### config.mk
export PLATFORM = sky130hd
export DESIGN_NAME = fat_short_name_formatter
export DESIGN_NICKNAME = d
export VERILOG_FILES = /design/src/hw/rtl/fat_snf_pkg.sv /design/src/hw/rtl/fat_short_name_formatter.sv /design/src/hw/rtl/fat_snf_char.sv /design/src/hw/rtl/fat_snf_emit.sv
export VERILOG_INCLUDE_DIRS = /design/src /design/src/hw/rtl
export SDC_FILE = /design/constraint.sdc
export NUM_CORES = 1
export LEC_CHECK = 0
export ABC_AREA = 1
export BUFFER_PORTS_ARGS = -buffer_cell sky130_fd_sc_hd__buf_2
export CAP_MARGIN = 20
export CELL_PAD_IN_SITES_DETAIL_PLACEMENT = 1
export CELL_PAD_IN_SITES_GLOBAL_PLACEMENT = 2
export CORE_ASPECT_RATIO = 1.75
export CORE_UTILIZATION = 35
export CTS_CLUSTER_DIAMETER = 200
export DETAILED_ROUTE_END_ITERATION = 7
export PLACE_DENSITY = 0.7
export REMOVE_ABC_BUFFERS = 1
export SLEW_MARGIN = 20
export SYNTH_ARGS = -nofsm -noshare
export SYNTH_HDL_FRONTEND = slang
export SYNTH_SLANG_ARGS = --single-unit
### constraint.sdc
create_clock -name clock -period 5.4 [get_ports clock]
set_input_delay 0.54 -clock clock [delete_from_list [all_inputs] [get_ports clock]]
set_output_delay 0.54 -clock clock [all_outputs]
set_load 0.01 [all_outputs]
### src/hw/rtl/assert_macros.svh
// Assertion macros used by the top-level RTL file.
`ifndef ASSERT_MACROS_SVH
`define ASSERT_MACROS_SVH
`ifndef SYNTHESIS
// Property must hold at every clock edge outside reset.
`define ASSERT_PROP(lbl, clk, rst, prop, msg) \
   lbl: assert property (@(posedge clk) disable iff (rst) (prop)) else $error(msg);
// Expression must never be true outside reset.
`define ASSERT_NEVER(lbl, clk, rst, expr, msg) \
   lbl: assert property (@(posedge clk) disable iff (rst) !(expr)) else $error(msg);
`else
`define ASSERT_PROP(lbl, clk, rst, prop, msg)
`define ASSERT_NEVER(lbl, clk, rst, expr, msg)
`endif
`endif

### src/hw/rtl/fat_snf_pkg.sv
// Shared constants, types and character checks of the 8.3 short-name formatter.
`default_nettype none
package fat_snf_pkg;
   localparam int NAME_LEN = 11;
   localparam int CNT_W = $clog2(NAME_LEN);

   localparam logic [CNT_W-1:0] BASE_LEN  = CNT_W'(8);
   localparam logic [CNT_W-1:0] BASE_LAST = CNT_W'(7);
   localparam logic [CNT_W-1:0] FULL_LAST = CNT_W'(NAME_LEN - 1);

   localparam logic [7:0] PRINT_LO   = 8'h21;
   localparam logic [7:0] PRINT_HI   = 8'h7E;
   localparam logic [7:0] SPACE_CODE = 8'h20;
   localparam logic [7:0] DOT_CODE   = 8'h2E;
   localparam logic [7:0] LOWER_A    = 8'h61;
   localparam logic [7:0] LOWER_Z    = 8'h7A;
   localparam logic [7:0] CASE_SHIFT = 8'h20;

   typedef logic [NAME_LEN-1:0][7:0] name_array_type;

   // Hand-off of a finished name from the character stage to the emitter.
   typedef struct packed {
      logic           load;
      logic           valid;
      name_array_type bytes;
   } name_load_type;

   function automatic logic is_bad_char(input logic [7:0] c);
      logic bad;
      case (c) inside
         8'h7C, 8'h3C, 8'h3E, 8'h5E, 8'h2B, 8'h3D, 8'h3F, 8'h2F,
         8'h5B, 8'h5D, 8'h3B, 8'h2C, 8'h2A, 8'h22, 8'h5C: bad = 1'b1;
         default: bad = 1'b0;
      endcase
      return bad;
   endfunction
endpackage
`default_nettype wire

### src/hw/rtl/fat_short_name_formatter.sv
// Top level of the FAT 8.3 short-name formatter.
//
//   channel | direction | ports                                   | per request
//   req     | in        | req_valid req_stall req_ch req_is_end   | one character or end mark
//   rsp     | out       | rsp_valid rsp_stall rsp_name_byte       | one name byte
//           |           | rsp_name_valid rsp_last_byte            |
//
// One character request per cycle; each updates the name register in that cycle.
// An end request hands the 11-byte name to the emitter and clears the name
// register, so the next name's characters flow in while the old one drains.
// The emitter sends 11 byte requests, one per cycle when rsp_stall is low.
// An end request is stalled only while the emitter still holds bytes of the
// previous name (released in the cycle its last byte is taken).
// Synchronous active-high reset: name register to spaces, emitter empty.
`default_nettype none
`include "assert_macros.svh"
module fat_short_name_formatter import fat_snf_pkg::*; (
   input  wire logic        clock,
   input  wire logic        reset,
   input  wire logic        req_valid,
   output logic             req_stall,
   input  wire logic [7:0]  req_ch,
   input  wire logic        req_is_end,
   output logic             rsp_valid,
   input  wire logic        rsp_stall,
   output logic [7:0]       rsp_name_byte,
   output logic             rsp_name_valid,
   output logic             rsp_last_byte
);
   name_load_type load;
   logic          emit_free;
   logic          req_accept;

   // characters never wait; an end mark waits for a free emitter
   assign req_stall  = req_is_end && !emit_free;
   assign req_accept = req_valid && !req_stall;

   fat_snf_char u_char (
      .clock  (clock),
      .reset  (reset),
      .accept (req_accept),
      .ch     (req_ch),
      .is_end (req_is_end),
      .load   (load)
   );

   fat_snf_emit u_emit (
      .clock          (clock),
      .reset          (reset),
      .load           (load),
      .free           (emit_free),
      .rsp_valid      (rsp_valid),
      .rsp_stall      (rsp_stall),
      .rsp_name_byte  (rsp_name_byte),
      .rsp_name_valid (rsp_name_valid),
      .rsp_last_byte  (rsp_last_byte)
   );

   // no new name may land on one that still has bytes to send
   `ASSERT_NEVER(a_no_overrun, clock, reset, load.load && rsp_valid && !(!rsp_stall && rsp_last_byte), "name loaded over pending bytes")
   // an accepted end mark starts a fresh run of bytes
   `ASSERT_PROP(a_run_starts, clock, reset, req_accept && req_is_end |=> rsp_valid && !rsp_last_byte, "end request did not start output")
   // name_valid holds across the bytes of one run
   `ASSERT_PROP(a_flag_steady, clock, reset, rsp_valid && !rsp_stall && !rsp_last_byte |=> rsp_valid && (rsp_name_valid == $past(rsp_name_valid)), "name_valid changed within a run")
endmodule
`default_nettype wire

### src/hw/rtl/fat_snf_char.sv
// Character stage: checks each character and builds the 11-byte name.
`default_nettype none
module fat_snf_char import fat_snf_pkg::*; (
   input  wire logic          clock,
   input  wire logic          reset,
   input  wire logic          accept,
   input  wire logic [7:0]    ch,
   input  wire logic          is_end,
   output name_load_type      load
);
   name_array_type    name_store_ff, name_store_in;
   logic [CNT_W-1:0]  write_pos_ff, write_pos_in;
   logic              dot_seen_ff, dot_seen_in;
   logic              failed_ff, failed_in;

   logic [7:0]        up_ch;
   logic [CNT_W-1:0]  limit;
   logic              reject;

   always_comb begin
      up_ch = (ch inside {[LOWER_A:LOWER_Z]}) ? ch - CASE_SHIFT : ch;
      limit = dot_seen_ff ? FULL_LAST : BASE_LAST;
      reject = is_bad_char(ch) || (write_pos_ff > limit) ||
               (ch < PRINT_LO) || (ch > PRINT_HI);

      name_store_in = name_store_ff;
      write_pos_in  = write_pos_ff;
      dot_seen_in   = dot_seen_ff;
      failed_in     = failed_ff;

      load.load  = accept && is_end;
      load.valid = !failed_ff && (name_store_ff[0] != SPACE_CODE);
      load.bytes = name_store_ff;

      if (accept && is_end) begin
         // name leaves for the emitter; start over
         name_store_in = {NAME_LEN{SPACE_CODE}};
         write_pos_in  = '0;
         dot_seen_in   = 1'b0;
         failed_in     = 1'b0;
      end else if (accept && !failed_ff) begin
         if (ch == DOT_CODE) begin
            if (dot_seen_ff) begin
               failed_in = 1'b1;
            end else begin
               dot_seen_in  = 1'b1;
               write_pos_in = BASE_LEN;
            end
         end else if (reject) begin
            failed_in = 1'b1;
         end else begin
            // write_pos is at most FULL_LAST here
            name_store_in[write_pos_ff] = up_ch;
            write_pos_in = write_pos_ff + CNT_W'(1);
         end
      end
   end

   always_ff @(posedge clock) begin
      if (reset) begin
         name_store_ff <= {NAME_LEN{SPACE_CODE}};
         write_pos_ff  <= '0;
         dot_seen_ff   <= 1'b0;
         failed_ff     <= 1'b0;
      end else begin
         name_store_ff <= name_store_in;
         write_pos_ff  <= write_pos_in;
         dot_seen_ff   <= dot_seen_in;
         failed_ff     <= failed_in;
      end
   end
endmodule
`default_nettype wire

### src/hw/rtl/fat_snf_emit.sv
// Emitter: holds a finished name and shifts it out one byte per request.
`default_nettype none
module fat_snf_emit import fat_snf_pkg::*; (
   input  wire logic          clock,
   input  wire logic          reset,
   input  wire name_load_type load,
   output logic               free,
   output logic               rsp_valid,
   input  wire logic          rsp_stall,
   output logic [7:0]         rsp_name_byte,
   output logic               rsp_name_valid,
   output logic               rsp_last_byte
);
   name_array_type    buf_ff, buf_in;
   logic              nvalid_ff, nvalid_in;
   logic [CNT_W-1:0]  cnt_ff, cnt_in;
   logic              busy_ff, busy_in;
   logic              take, done;

   always_comb begin
      take = busy_ff && !rsp_stall;
      done = take && (cnt_ff == FULL_LAST);
      free = !busy_ff || done;

      buf_in    = buf_ff;
      nvalid_in = nvalid_ff;
      cnt_in    = cnt_ff;
      busy_in   = busy_ff;

      if (load.load) begin
         buf_in    = load.bytes;
         nvalid_in = load.valid;
         cnt_in    = '0;
         busy_in   = 1'b1;
      end else if (take) begin
         buf_in    = {SPACE_CODE, buf_ff[NAME_LEN-1:1]};
         cnt_in    = cnt_ff + CNT_W'(1);
         if (done) begin
            busy_in = 1'b0;
         end
      end
   end

   always_ff @(posedge clock) begin
      if (reset) begin
         busy_ff <= 1'b0;
         cnt_ff  <= '0;
      end else begin
         busy_ff <= busy_in;
         cnt_ff  <= cnt_in;
      end
   end

   always_ff @(posedge clock) begin
      buf_ff    <= buf_in;
      nvalid_ff <= nvalid_in;
   end

   assign rsp_valid      = busy_ff;
   assign rsp_name_byte  = buf_ff[0];
   assign rsp_name_valid = nvalid_ff;
   assign rsp_last_byte  = (cnt_ff == FULL_LAST);
endmodule
`default_nettype wire
==> results.json <==
{
  "n_antenna_cell": 0,
  "cts_hold_buf": 0,
  "hold_violations": 0,
  "start_util_pct": 35.8,
  "synth_flop_cell": "dfxtp_1",
  "synthCells": 1049,
  "postRouteAntennaNets": 0,
  "fin_util_pct": 39.2,
  "yosysSeqAreaShare_pct": 55.3,
  "die_x_um": 119,
  "layout_common_cells": "nand2_1, nor2_1, inv_1, dfxtp_1, edfxtp_1",
  "cp_max_fo": 27,
  "grt_busiest_layer": "met2",
  "clk_latency_ps": 450,
  "detail_route.wl_per_cell_um": 14.6,
  "fin_area_mm2": 0.00923,
  "grt_max_degree": 123,
  "status": "finished clean",
  "nets": 1058,
  "hold_ws_ps": 345,
  "finalCritPeriodShare_pct": 57.4,
  "cts_buffer_depth": 2,
  "ir_drop_mv": 0.218,
  "yosysWarnings": 0,
  "dp_cells": 1319,
  "cts_tree": "built",
  "cp-start-kind": "flop",
  "cts_buffers": 17,
  "p_leak_nw": 4.15,
  "die_h_um": 207,
  "cts_setup_buffers": 0,
  "dr.pass1.iters": 4,
  "place_congestion": 0.738,
  "fin_cells": 1351,
  "root_buffer": "clkbuf_16",
  "finalWirelength_mm": 19.7,
  "use_met1_pct": 19.5,
  "antenna_found_initial": 0,
  "slew_viol_final": 0,
  "drive_above_1_share_pct": 7.16,
  "die_area_mm2": 0.0247,
  "ys_async_sr_fraction_pct": 0,
  "viasPerCell": 4.66,
  "ff_latch_area_mm2": 0.00465,
  "use_met3_pct": 3.22,
  "pre_cts_ws_ps": 2160,
  "dpl-instance-area_mm2": 0.00867,
  "worst_pin_slew_ps": 991,
  "drtIter0Drc": 281,
  "grt_usage_pct": 17.4,
  "setup_slack_ps": 2300,
  "cp.arrival_ps": 3490,
  "skew_ps": 7.29,
  "vias": 6289,
  "multi_input_area_mm2": 0.00300,
  "n_fill_cell": 2860,
  "dp_hpwl_mm": 12.8,
  "cts_resized": 0,
  "fmax_ghz": 0.323,
  "rsz0062_at_grt": "false",
  "overflow": 0,
  "grt_pass1_wl_mm": 33.0,
  "use_met2_pct": 31.5,
  "portBuffers": 24,
  "endpoint_kind": "flop",
  "required_ps": 5790,
  "syn_area_mm2": 0.00842,
  "finalSetupViolations": 0,
  "path_clk_slew_ps": 70,
  "first_global_vias": 6539,
  "hp-class": "in -> reg",
  "cts_num_sinks": 188,
  "avgSynthCellArea_um2": 8.03,
  "ios": 25,
  "fin_crit_ps": 3100,
  "worstSetupPathType": "reg -> reg",
  "power_density_mw_per_mm2": 329,
  "cap_violations": 0,
  "synth_edf_count": 89,
  "drc": 0,
  "rows": 74,
  "cts_max_level": 4,
  "final_common_cell": "nand2_1",
  "core-area_mm2": 0.0235,
  "synth_cell_types": 29,
  "slew-limit-headroom_pct": 33.9,
  "area_growth_pct": 9.63,
  "ys_ff_latch": 188
}
## final cells by class
cell class / instances / area share, %
Clock buffer: 21 / 4.99
Clock inverter: 11 / 1.03
Inverter: 120 / 4.88
Multi-Input combinational cell: 677 / 32.5
Sequential cell: 188 / 50.4
Tap cell: 304 / 4.12
Timing Repair Buffer: 30 / 2.06
## kinds of logic after synthesis
| logic type | after synthesis | synth area share [%] |
|---|---|---|
| fa+ha+maj | 11 | 1.63 |
| xor+xnor | 3 | 0.312 |
| compound gates | 88 | 5.31 |
| buf+inv | 184 | 9.41 |
| flops | 188 | 55.3 |
| simple gates | 575 | 28.1 |
## routing by layer
metal	wire length [um]	part of all wire, %
met5	0	0
met4	422	2.1
met3	326	1.7
met2	10300	52
met1	8650	44
## critical path, cell delays in order (launching register included)
cell	delay, ps
dfxtp_1	380
ha_1	160
nand3_1	100
o21ai_1	290
nor2_1	140
nor3b_4	820
nand3_1	740
nand2_1	230
nand2_1	70
nor2_1	90
## path summary, 6_finish.rpt
check / start / to / slack [ps] / cells after the start
worst max register to register: u_emit.cnt_ff[1] / u_char.load[32] / 2300 / 9
worst min register to register: u_char.load[85] / u_char.load[85] / 470 / 2
worst max-delay path: u_emit.cnt_ff[1] / u_char.load[32] / 2300 / 9
worst min-delay path: reset / u_emit.rsp_valid / 340 / 4
## stage by stage
stage               setup TNS (ps)  total power, W
detailed placement               0         0.00188
CTS                              0         0.00309
finish                           0         0.00304
global route                     0         0.00317
global placement                 0         0.00187
floorplan                  -124950         0.00178
## power by group
| group | internal (W) | switching (W) | total (W) |
|---|---|---|---|
| Combinational | 0.0000632 | 0.000184 | 0.000247 |
| Sequential | 0.00157 | 0.0000194 | 0.00159 |
| Clock | 0.000656 | 0.000545 | 0.00120 |
## state kept, by name, summed over array words and instances (netlist names)
| register | count |
|---|---|
| u_char.load | 88 |
| u_emit.buf_ff | 80 |
| u_emit.rsp_name_byte | 8 |
| u_char.write_pos_ff | 4 |
| u_emit.cnt_ff | 4 |
| u_char.dot_seen_ff | 1 |
| u_char.failed_ff | 1 |
| u_emit.rsp_name_valid | 1 |
| u_emit.rsp_valid | 1 |
## cell usage after synthesis (2+ instances only)
library cell	number	share of area [%]
or2_2	2	0.15
nand2_1	311	14
buf_1	4	0.18
xor2_1	3	0.31
dfxtp_1	99	24
buf_4	8	0.71
buf_6	7	0.94
clkbuf_2	2	0.12
ha_1	11	1.6
buf_2	13	0.77
a21oi_1	10	0.59
inv_1	119	5.3
edfxtp_1	89	32
nor2_1	192	8.6
nand3_4	5	1.0
o21ai_0	75	4.5
nand4_1	23	1.7
clkbuf_1	30	1.3
nand3_1	35	2.1
nand2_2	2	0.15
Note: power is estimated with default switching activity, not from simulation.
